`src/hdl/plf_pkg.sv`:
```
package plf_pkg;

  // Line buffer geometry
  localparam int LineCapacity = 63;
  localparam int AddrW        = $clog2(LineCapacity);
  localparam int CountW       = $clog2(LineCapacity + 1);

  // Stream constants
  localparam logic [7:0] NewlineByte = 8'd10;
  localparam int         ComplexMin  = 3;

  // Configuration port geometry
  localparam int PaddrW = 5;
  localparam int PdataW = 32;

  typedef enum logic [2:0] {
    RegMinLength   = 3'd0,
    RegMaxLength   = 3'd1,
    RegLowestByte  = 3'd2,
    RegHighestByte = 3'd3,
    RegKeepComplex = 3'd4,
    RegKeepSimple  = 3'd5
  } plf_reg_e;

  // Reset values of the configuration registers
  localparam logic [5:0] MinLengthRst   = 6'd0;
  localparam logic [5:0] MaxLengthRst   = 6'd63;
  localparam logic [7:0] LowestByteRst  = 8'd32;
  localparam logic [7:0] HighestByteRst = 8'd126;

  typedef enum logic {
    StIdle,
    StEmit
  } plf_state_e;

  typedef struct packed {
    logic [5:0] min_length;
    logic [5:0] max_length;
    logic [7:0] lowest_byte;
    logic [7:0] highest_byte;
    logic       keep_complex;
    logic       keep_simple;
  } plf_cfg_t;

  typedef struct packed {
    logic             we;
    logic [AddrW-1:0] waddr;
    logic [7:0]       wdata;
    logic             re;
    logic [AddrW-1:0] raddr;
  } plf_ram_req_t;

  // Class bits: [0] upper, [1] lower, [2] digit, [3] printable special
  function automatic logic [3:0] byte_class(input logic [7:0] b);
    logic [3:0] c;
    c = 4'b0000;
    if (b inside {[8'd65:8'd90]}) begin
      c = 4'b0001;
    end else if (b inside {[8'd97:8'd122]}) begin
      c = 4'b0010;
    end else if (b inside {[8'd48:8'd57]}) begin
      c = 4'b0100;
    end else if (b inside {[8'd32:8'd47], [8'd58:8'd64], [8'd91:8'd96],
                           [8'd123:8'd126]}) begin
      c = 4'b1000;
    end
    return c;
  endfunction

endpackage

```
`src/hdl/plf_if.sv`:
```
// Input byte stream channel
interface plf_in_if;
  logic       valid;
  logic       ready;
  logic [7:0] data_byte;
  logic       end_of_input;

  modport source (output valid, output data_byte, output end_of_input, input ready);
  modport sink   (input valid, input data_byte, input end_of_input, output ready);
endinterface

// Filtered line output channel
interface plf_out_if;
  logic       valid;
  logic       ready;
  logic [7:0] out_byte;
  logic       last;

  modport source (output valid, output out_byte, output last, input ready);
  modport sink   (input valid, input out_byte, input last, output ready);
endinterface

```
`src/hdl/password_line_filter.sv`:
```
// Password line filter.
// in_i carries a byte stream (data_byte, end_of_input); words are separated by
// newline bytes. out_o carries the bytes of each kept line followed by a
// newline with last set. Both are valid/ready channels; a transfer happens on
// a rising edge with valid and ready high. Limits, byte range and keep flags
// are set through the APB port (registers at byte addresses 0, 4, ... 20);
// the user must see that they are written only while the block is idle, as
// the block itself does not enforce it. A non-newline byte goes to the line
// RAM unless it is out of range, the line is full or the line is skipped.
// A newline that keeps its line switches to emission: the line is read back
// through the single RAM read port at one byte per cycle while out_o is
// ready, and input is held off meanwhile. The output register decouples the
// receiver: a stalled out_o holds the current byte, stops RAM reads and, once
// the line is done, lets input resume.
// Reset clears the line count, skip flag, class bits and the output channel
// and loads the register defaults; RAM contents are left as they are.
module password_line_filter (
  input  logic                       clk_i,
  input  logic                       rst_ni,
  plf_in_if.sink                     in_i,
  plf_out_if.source                  out_o,
  input  logic                       psel,
  input  logic                       penable,
  input  logic                       pwrite,
  input  logic [plf_pkg::PaddrW-1:0] paddr,
  input  logic [plf_pkg::PdataW-1:0] pwdata,
  output logic [plf_pkg::PdataW-1:0] prdata,
  output logic                       pready
);
  import plf_pkg::*;

  plf_cfg_t     cfg;
  plf_ram_req_t ram_req;
  logic [7:0]   ram_rd_data;

  plf_regs u_regs (
    .clk_i   (clk_i),
    .rst_ni  (rst_ni),
    .psel    (psel),
    .penable (penable),
    .pwrite  (pwrite),
    .paddr   (paddr),
    .pwdata  (pwdata),
    .prdata  (prdata),
    .pready  (pready),
    .cfg_o   (cfg)
  );

  plf_line_ram u_ram (
    .clk_i     (clk_i),
    .req_i     (ram_req),
    .rd_data_o (ram_rd_data)
  );

  plf_ctrl u_ctrl (
    .clk_i         (clk_i),
    .rst_ni        (rst_ni),
    .cfg_i         (cfg),
    .in_i          (in_i),
    .out_o         (out_o),
    .ram_req_o     (ram_req),
    .ram_rd_data_i (ram_rd_data)
  );

  // RAM is never written and read in the same cycle
  assert property (@(posedge clk_i) disable iff (!rst_ni)
    !(ram_req.we && ram_req.re))
    else $error("line RAM write and read overlap");

  // Reads only happen while input is held off
  assert property (@(posedge clk_i) disable iff (!rst_ni)
    ram_req.re |-> !in_i.ready)
    else $error("RAM read while input is open");

  // Writes stay inside the line buffer
  assert property (@(posedge clk_i) disable iff (!rst_ni)
    ram_req.we |-> (ram_req.waddr < AddrW'(LineCapacity)))
    else $error("line RAM write out of range");

  // A line end is always the newline byte
  assert property (@(posedge clk_i) disable iff (!rst_ni)
    (out_o.valid && out_o.last) |-> (out_o.out_byte == NewlineByte))
    else $error("last set on a non-newline byte");

endmodule

```
`src/hdl/plf_line_ram.sv`:
```
module plf_line_ram (
  input  logic                  clk_i,
  input  plf_pkg::plf_ram_req_t req_i,
  output logic [7:0]            rd_data_o
);
  import plf_pkg::*;

  logic [7:0] mem [LineCapacity];

  // Write port
  always_ff @(posedge clk_i) begin
    if (req_i.we) begin
      mem[req_i.waddr] <= req_i.wdata;
    end
  end

  // Registered read port, holds while not enabled
  always_ff @(posedge clk_i) begin
    if (req_i.re) begin
      rd_data_o <= mem[req_i.raddr];
    end
  end

endmodule

```
`src/hdl/plf_regs.sv`:
```
module plf_regs (
  input  logic                      clk_i,
  input  logic                      rst_ni,
  input  logic                      psel,
  input  logic                      penable,
  input  logic                      pwrite,
  input  logic [plf_pkg::PaddrW-1:0] paddr,
  input  logic [plf_pkg::PdataW-1:0] pwdata,
  output logic [plf_pkg::PdataW-1:0] prdata,
  output logic                      pready,
  output plf_pkg::plf_cfg_t         cfg_o
);
  import plf_pkg::*;

  plf_cfg_t   cfg_q, cfg_d;
  logic       wr_en;
  plf_reg_e   reg_sel;

  assign pready  = 1'b1;
  assign wr_en   = psel && penable && pwrite;
  assign reg_sel = plf_reg_e'(paddr[PaddrW-1:2]);
  assign cfg_o   = cfg_q;

  // Register write decode
  always_comb begin
    cfg_d = cfg_q;
    if (wr_en) begin
      case (reg_sel)
        RegMinLength:   cfg_d.min_length   = pwdata[5:0];
        RegMaxLength:   cfg_d.max_length   = pwdata[5:0];
        RegLowestByte:  cfg_d.lowest_byte  = pwdata[7:0];
        RegHighestByte: cfg_d.highest_byte = pwdata[7:0];
        RegKeepComplex: cfg_d.keep_complex = pwdata[0];
        RegKeepSimple:  cfg_d.keep_simple  = pwdata[0];
        default: ;
      endcase
    end
  end

  // Read mux
  always_comb begin
    prdata = '0;
    case (reg_sel)
      RegMinLength:   prdata = PdataW'(cfg_q.min_length);
      RegMaxLength:   prdata = PdataW'(cfg_q.max_length);
      RegLowestByte:  prdata = PdataW'(cfg_q.lowest_byte);
      RegHighestByte: prdata = PdataW'(cfg_q.highest_byte);
      RegKeepComplex: prdata = PdataW'(cfg_q.keep_complex);
      RegKeepSimple:  prdata = PdataW'(cfg_q.keep_simple);
      default:        prdata = '0;
    endcase
  end

  always_ff @(posedge clk_i or negedge rst_ni) begin
    if (!rst_ni) begin
      cfg_q.min_length   <= MinLengthRst;
      cfg_q.max_length   <= MaxLengthRst;
      cfg_q.lowest_byte  <= LowestByteRst;
      cfg_q.highest_byte <= HighestByteRst;
      cfg_q.keep_complex <= 1'b0;
      cfg_q.keep_simple  <= 1'b0;
    end else begin
      cfg_q <= cfg_d;
    end
  end

endmodule

```
`src/hdl/plf_ctrl.sv`:
```
module plf_ctrl (
  input  logic                  clk_i,
  input  logic                  rst_ni,
  input  plf_pkg::plf_cfg_t     cfg_i,
  plf_in_if.sink                in_i,
  plf_out_if.source             out_o,
  output plf_pkg::plf_ram_req_t ram_req_o,
  input  logic [7:0]            ram_rd_data_i
);
  import plf_pkg::*;

  plf_state_e        state_q, state_d;
  logic [CountW-1:0] count_q, count_d;
  logic [CountW-1:0] idx_q, idx_d;
  logic [3:0]        class_q, class_d;
  logic              skip_q, skip_d;
  logic              rd_pend_q, rd_pend_d;
  logic              out_valid_q, out_valid_d;
  logic [7:0]        out_byte_q, out_byte_d;
  logic              out_last_q, out_last_d;

  logic in_xfer;
  logic in_range;
  logic has_room;
  logic len_ok;
  logic rule_met;
  logic keep;
  logic load_ok;

  assign in_i.ready   = (state_q == StIdle);
  assign in_xfer      = in_i.valid && in_i.ready;
  assign out_o.valid  = out_valid_q;
  assign out_o.out_byte = out_byte_q;
  assign out_o.last   = out_last_q;

  // Line checks
  assign in_range   = (in_i.data_byte >= cfg_i.lowest_byte) &&
                      (in_i.data_byte <= cfg_i.highest_byte);
  assign has_room   = count_q < CountW'(LineCapacity);
  assign len_ok     = (count_q >= CountW'(cfg_i.min_length)) &&
                      (count_q <= CountW'(cfg_i.max_length));
  assign rule_met   = $countones(class_q) >= ComplexMin;
  assign keep       = (cfg_i.keep_complex && rule_met) ||
                      (cfg_i.keep_simple && !rule_met) ||
                      (!cfg_i.keep_complex && !cfg_i.keep_simple);
  // Output register free or being drained this cycle
  assign load_ok    = !out_valid_q || out_o.ready;

  // Next state: store bytes while idle, stream the line out while emitting
  always_comb begin
    state_d     = state_q;
    count_d     = count_q;
    idx_d       = idx_q;
    class_d     = class_q;
    skip_d      = skip_q;
    rd_pend_d   = rd_pend_q;
    out_valid_d = out_valid_q && !out_o.ready;
    out_byte_d  = out_byte_q;
    out_last_d  = out_last_q;
    ram_req_o   = '0;

    case (state_q)
      StIdle: begin
        if (in_xfer) begin
          if (in_i.end_of_input) begin
            count_d = '0;
            class_d = '0;
            skip_d  = 1'b0;
          end else if (in_i.data_byte != NewlineByte) begin
            if (!skip_q) begin
              if (in_range && has_room) begin
                ram_req_o.we    = 1'b1;
                ram_req_o.waddr = count_q[AddrW-1:0];
                ram_req_o.wdata = in_i.data_byte;
                count_d         = count_q + 1'b1;
                class_d         = class_q | byte_class(in_i.data_byte);
              end else begin
                count_d = '0;
                class_d = '0;
                skip_d  = 1'b1;
              end
            end
          end else if (skip_q) begin
            skip_d  = 1'b0;
            count_d = '0;
            class_d = '0;
          end else if (len_ok && keep) begin
            state_d   = StEmit;
            idx_d     = '0;
            rd_pend_d = 1'b0;
          end else begin
            count_d = '0;
            class_d = '0;
          end
        end
      end

      StEmit: begin
        // Move read data into the output register
        if (rd_pend_q && load_ok) begin
          out_valid_d = 1'b1;
          out_byte_d  = ram_rd_data_i;
          out_last_d  = 1'b0;
          rd_pend_d   = 1'b0;
        end
        if ((!rd_pend_q || load_ok) && (idx_q < count_q)) begin
          // Issue next read
          ram_req_o.re    = 1'b1;
          ram_req_o.raddr = idx_q[AddrW-1:0];
          idx_d           = idx_q + 1'b1;
          rd_pend_d       = 1'b1;
        end else if (!rd_pend_q && load_ok) begin
          // Closing newline ends the line
          out_valid_d = 1'b1;
          out_byte_d  = NewlineByte;
          out_last_d  = 1'b1;
          count_d     = '0;
          class_d     = '0;
          state_d     = StIdle;
        end
      end

      default: state_d = StIdle;
    endcase
  end

  always_ff @(posedge clk_i or negedge rst_ni) begin
    if (!rst_ni) begin
      state_q <= StIdle;
    end else begin
      state_q <= state_d;
    end
  end

  always_ff @(posedge clk_i or negedge rst_ni) begin
    if (!rst_ni) begin
      count_q     <= '0;
      idx_q       <= '0;
      class_q     <= '0;
      skip_q      <= 1'b0;
      rd_pend_q   <= 1'b0;
      out_valid_q <= 1'b0;
    end else begin
      count_q     <= count_d;
      idx_q       <= idx_d;
      class_q     <= class_d;
      skip_q      <= skip_d;
      rd_pend_q   <= rd_pend_d;
      out_valid_q <= out_valid_d;
    end
  end

  // Output payload
  always_ff @(posedge clk_i) begin
    out_byte_q <= out_byte_d;
    out_last_q <= out_last_d;
  end

endmodule
```
`src/flat_wrapper.sv`:
```
// flat-port wrapper written by rule: the top's interface ports become plain ports
module password_line_filter_flat import plf_pkg::*;
  (clk_i, rst_ni, psel, penable, pwrite, paddr, pwdata, prdata, pready, in_i_valid, in_i_data_byte, in_i_end_of_input, in_i_ready, out_o_valid, out_o_out_byte, out_o_last, out_o_ready);
  plf_in_if in_i_i ();
  plf_out_if out_o_i ();
  input  logic clk_i;
  input  logic rst_ni;
  input  logic psel;
  input  logic penable;
  input  logic pwrite;
  input  logic [plf_pkg::PaddrW-1:0] paddr;
  input  logic [plf_pkg::PdataW-1:0] pwdata;
  output logic [plf_pkg::PdataW-1:0] prdata;
  output logic pready;
  input wire logic [$bits(in_i_i.valid)-1:0] in_i_valid;
  input wire logic [$bits(in_i_i.data_byte)-1:0] in_i_data_byte;
  input wire logic [$bits(in_i_i.end_of_input)-1:0] in_i_end_of_input;
  output wire logic [$bits(in_i_i.ready)-1:0] in_i_ready;
  output wire logic [$bits(out_o_i.valid)-1:0] out_o_valid;
  output wire logic [$bits(out_o_i.out_byte)-1:0] out_o_out_byte;
  output wire logic [$bits(out_o_i.last)-1:0] out_o_last;
  input wire logic [$bits(out_o_i.ready)-1:0] out_o_ready;
  assign in_i_i.valid = in_i_valid;
  assign in_i_i.data_byte = in_i_data_byte;
  assign in_i_i.end_of_input = in_i_end_of_input;
  assign in_i_ready = in_i_i.ready;
  assign out_o_valid = out_o_i.valid;
  assign out_o_out_byte = out_o_i.out_byte;
  assign out_o_last = out_o_i.last;
  assign out_o_i.ready = out_o_ready;
  password_line_filter u_core (.clk_i(clk_i), .rst_ni(rst_ni), .in_i(in_i_i), .out_o(out_o_i), .psel(psel), .penable(penable), .pwrite(pwrite), .paddr(paddr), .pwdata(pwdata), .prdata(prdata), .pready(pready));
endmodule
```
`config.mk`:
```
export PLATFORM = sky130hd
export DESIGN_NAME = password_line_filter_flat
export DESIGN_NICKNAME = d
export VERILOG_FILES = /design/src/hdl/plf_pkg.sv /design/src/hdl/plf_if.sv /design/src/hdl/password_line_filter.sv /design/src/hdl/plf_line_ram.sv /design/src/hdl/plf_regs.sv /design/src/hdl/plf_ctrl.sv /design/src/flat_wrapper.sv
export SDC_FILE = /design/constraint.sdc
export NUM_CORES = 1
export LEC_CHECK = 0
export ABC_AREA = 0
export BUFFER_PORTS_ARGS = -buffer_cell sky130_fd_sc_hd__buf_2
export CAP_MARGIN = 10
export CORE_ASPECT_RATIO = 0.75
export CORE_MARGIN = 4
export CORE_UTILIZATION = 39
export DETAILED_ROUTE_END_ITERATION = 6
export PLACE_DENSITY_LB_ADDON = 0.1
export REMOVE_ABC_BUFFERS = 1
export SYNTH_ARGS = -nofsm -noshare
export SYNTH_HDL_FRONTEND = slang
export SYNTH_SLANG_ARGS = --single-unit
```
`constraint.sdc`:
```
create_clock -name clk_i -period 4.7 [get_ports clk_i]
set_input_delay 0.94 -clock clk_i [delete_from_list [all_inputs] [get_ports clk_i]]
set_output_delay 0.94 -clock clk_i [all_outputs]
set_load 0.02 [all_outputs]
```
==> qor.csv <==
stage,metric,value,unit
layout,drive_gt1_share,20.2,%
timing,rsz0062_at_grt,false,
setup_path,crit_path_start_kind,flop,
grt,grt_usage,21.2,%
clock_network,cts_root_buf,clkbuf_16,
clock_network,cts.hold.buffers_added,0,
setup_path,crit_type,reg -> reg,
power_and_ir_drop,p_per_area,371,nW/um2
clock_network,cts-buffers-inserted,58,
layout,final_cell_area,28800,um2
placed_design,dp_cells,2703,
routing,dr.pass1.iters,5,
yosys,syn_inst,1778,
yosys,ys_seq_elements,571,
yosys,synth_compound_area_share,11.9,%
clock_network,tritoncts,done,
routing,topRoutingLayerUsed,met4,
placed_design,port_buffers,45,
floorplan,coreArea,63600,um2
placed_design,globalplace.congestion,0.858,
job,drv_cap,0,
layout,antennaDiodeCount,0,
timing,slew_headroom,15.2,%
routing,postRouteAntennaNets,0,
layout,fillCellCount,5726,
floorplan,rows,80,
yosys,synth_edf_count,521,
clock_network,cts_setup_buffers,0,
grt,grt_pass1_vias,15400,
grt,grt_pass1_wl,107,mm
placed_design,hpwlAfterDp,47.6,mm
yosys,synthMuxAreaShare,7.69,%
setup_path,crit_fanout,15,
yosys,synth_xor_area_share,0.140,%
clock_network,clk_pin_slew_worst_paths,0.07,ns
routing,drt_iter0_markers,1643,
routing,wl_met3,5.24,mm
placed_design,dpl_cell_area,26900,um2
timing,finalCriticalPeriod,4.27,ns
floorplan,die_w,301,um
routing,post_drt_wl_per_cell,26.0,um
yosys,yosys.area.top_type_share,62.4,%
timing,fmax,0.234,GHz
yosys,ys_types,83,
setup_path,required,5.04,ns
yosys,avgSynthCellArea,14.1,um2
layout,final_core_util,45.3,%
floorplan,start_util,39.4,%
clock_network,cts-resized-gates,0,
routing,vias,15900,
clock_network,htree_num_levels,2,
min_path,min-delay-path-class,in -> async,
layout,areaGrowthSynthToFinish,14.9,%
yosys,synth_simple_gate_area_share,7.40,%
yosys,yosysWarningCount,0,
run_status,status,"complete, no violations",
floorplan,ios,97,
grt,antenna_found_initial,0,
setup_path,crit_path_end_kind,flop,
grt,grt_overflow,0,
yosys,synth-async-reset-ratio,8.76,%
clock_network,clock_latency,0.62,ns
timing,hold_viol,0,
yosys,synthAdderAreaFrac,1.98,%
routing,avgViaCountPerCell,5.68,
timing,fin_skew,0.0253,ns
timing,setup_viol,0,
yosys,netlist_area,25100,um2
timing,worst_pin_slew,1.27,ns
layout,final_nets,1994,
grt,grt_max_degree,137,
power_and_ir_drop,ir_drop,0.239,mV
yosys,synth_top_family_by_area,compound AO/OA/AOI/OAI gates,
yosys,yosysSeqAreaShare,67.5,%
setup_path,cp.arrival,4.61,ns
yosys,synth_ff_type,edfxtp_1,
routing,wirelength,73.0,mm
routing,drc_errors,0,
routing,dr_wl_met2,31.0,mm
timing,slew_viol_final,0,
yosys,synth_top_cell_by_area,edfxtp_1,
clock_network,clock-sinks,571,
layout,instances_no_fill,2805,
routing,drt-met1-wl,35.6,mm
timing,post-route-period-util,90.8,%
timing,setup-tns-final,0,ns
clock_network,cts.path.max_buffers,3,
floorplan,die-area,68400,um2
power_and_ir_drop,p_leak,9.53,nW
yosys,synth_area_leaders,"edfxtp_1 (62%), dfrtp_1 (3.7%), mux4_2 (3.4%)",
floorplan,chipHeight,228,um
[per-stage QoR]
stage	hold slack (ns)	total power [mW]	setup WS, ns
after detailed placement	0.526	6.12	0.524
final	0.282	10.7	0.430
after global placement	0.520	6.10	0.614
after floorplan	0.485	5.95	-3.08
after CTS	0.267	10.8	0.539
after global routing	0.284	11.1	0.198
[worst paths after layout]
kind                            cells past startpoint                     start  slack, ns                         to
worst max-delay path                               10  u_core.u_ctrl.count_q[5]       0.43  u_core.u_ram.rd_data_o[7]
worst min-delay path                                1                    rst_ni       0.28     u_core.u_ctrl.idx_q[4]
worst max register to register                     10  u_core.u_ctrl.count_q[5]       0.43  u_core.u_ram.rd_data_o[7]
worst min register to register                      2   u_core.u_regs.cfg_o[23]       0.54    u_core.u_regs.cfg_o[23]
max in group asynchronous                           2                    rst_ni       3.57     u_core.u_regs.cfg_o[5]
min in group clk_i                                  2   u_core.u_regs.cfg_o[23]       0.54    u_core.u_regs.cfg_o[23]
[placed cells by master, fill, tap and decap left out, types with 7 or more instances in the layout]
cell,instances
o221ai_1,30
nand4_1,7
nor2b_1,9
buf_2,45
a21o_1,19
nand3_1,29
a21oi_1,154
dfrtp_1,34
nor2_1,134
and4_1,8
clkbuf_16,59
and2_2,8
nand2b_1,11
edfxtp_1,521
nor3_1,39
bufinv_16,7
mux2i_1,54
clkinv_1,9
clkbuf_1,10
a2111oi_0,11
mux2_2,47
o31ai_1,8
conb_1,25
clkinv_2,10
dfstp_2,13
o211ai_1,9
buf_12,11
ha_1,38
o2111ai_1,12
a31oi_1,12
o22ai_1,11
a221oi_1,7
o21ai_0,72
mux4_2,38
nand2_1,117
inv_1,41
a211oi_1,51
buf_4,116
[cell usage after synthesis, drive strengths merged, types with 13 or more instances]
library cell	instances
a211oi	54
a21o	19
a21oi	155
and2	14
buf	85
clkbuf	46
dfrtp	37
dfstp	13
edfxtp	521
ha	38
inv	42
mux2	47
mux2i	54
mux4	38
nand2	117
nand3	33
nor2	135
nor3	39
o2111ai	13
o21ai	78
o221ai	30
[routing by layer]
metal	up-vias	global-route usage (%)
met1	8195	33.7
met5	-	0
met3	78	3.83
li1	7145	-
met2	507	30.5
met4	0	4.07
[area by class of cell]
class | instances | area [um2] | share of cell area [%]
Sequential cell | 571 | 16900 | 58.8
Multi-Input combinational cell | 1054 | 7420 | 25.8
Clock buffer | 72 | 1560 | 5.40
Timing Repair Buffer | 172 | 1320 | 4.57
Tap cell | 861 | 1080 | 3.74
Clock inverter | 30 | 338 | 1.17
Inverter | 45 | 169 | 0.587
[worst max-delay path: stages (launching register included)]
cell       delay [ns]
dfrtp_1          0.53
inv_1            0.23
ha_1             0.39
nand4_1          0.35
o21ai_4          0.65
inv_2            0.30
buf_4            0.30
nor2_1           0.11
a2111oi_0        0.07
a2111oi_0        0.85
o22ai_1          0.20
[sequential cells by signal, indices dropped and copies added (netlist names), named ones only]
name                          flops
u_core.u_regs.cfg_o              30
u_core.u_ctrl.skip_q              1
u_core.u_ctrl.state_q             1
u_core.u_ram.rd_data_o            8
u_core.u_ctrl.rd_pend_q           1
u_core.u_ctrl.out_o.valid         1
u_core.u_ram.mem                504
u_core.u_ctrl.count_q             6
u_core.u_ctrl.idx_q               6
u_core.u_ctrl.out_o.out_byte      8
u_core.u_ctrl.class_q             4
[cells by family (layout without fill, tap and decap cells)]
| family | Yosys count | after routing |
|---|---|---|
| other | 2 | 25 |
| adders and majority gates | 39 | 39 |
| xor gates and xnor gates | 4 | 4 |
| AOI/OAI and AO/OA | 451 | 451 |
| buffers and inverters | 176 | 319 |
| muxes | 139 | 139 |
| and+or+nand+nor | 396 | 396 |
| DFF | 571 | 571 |
[power by group]
part	internal [mW]	switching, mW
Combinational	0.154	0.227
Clock	2.72	1.95
Sequential	5.57	0.0599
Power figures use the tool's default switching activity.
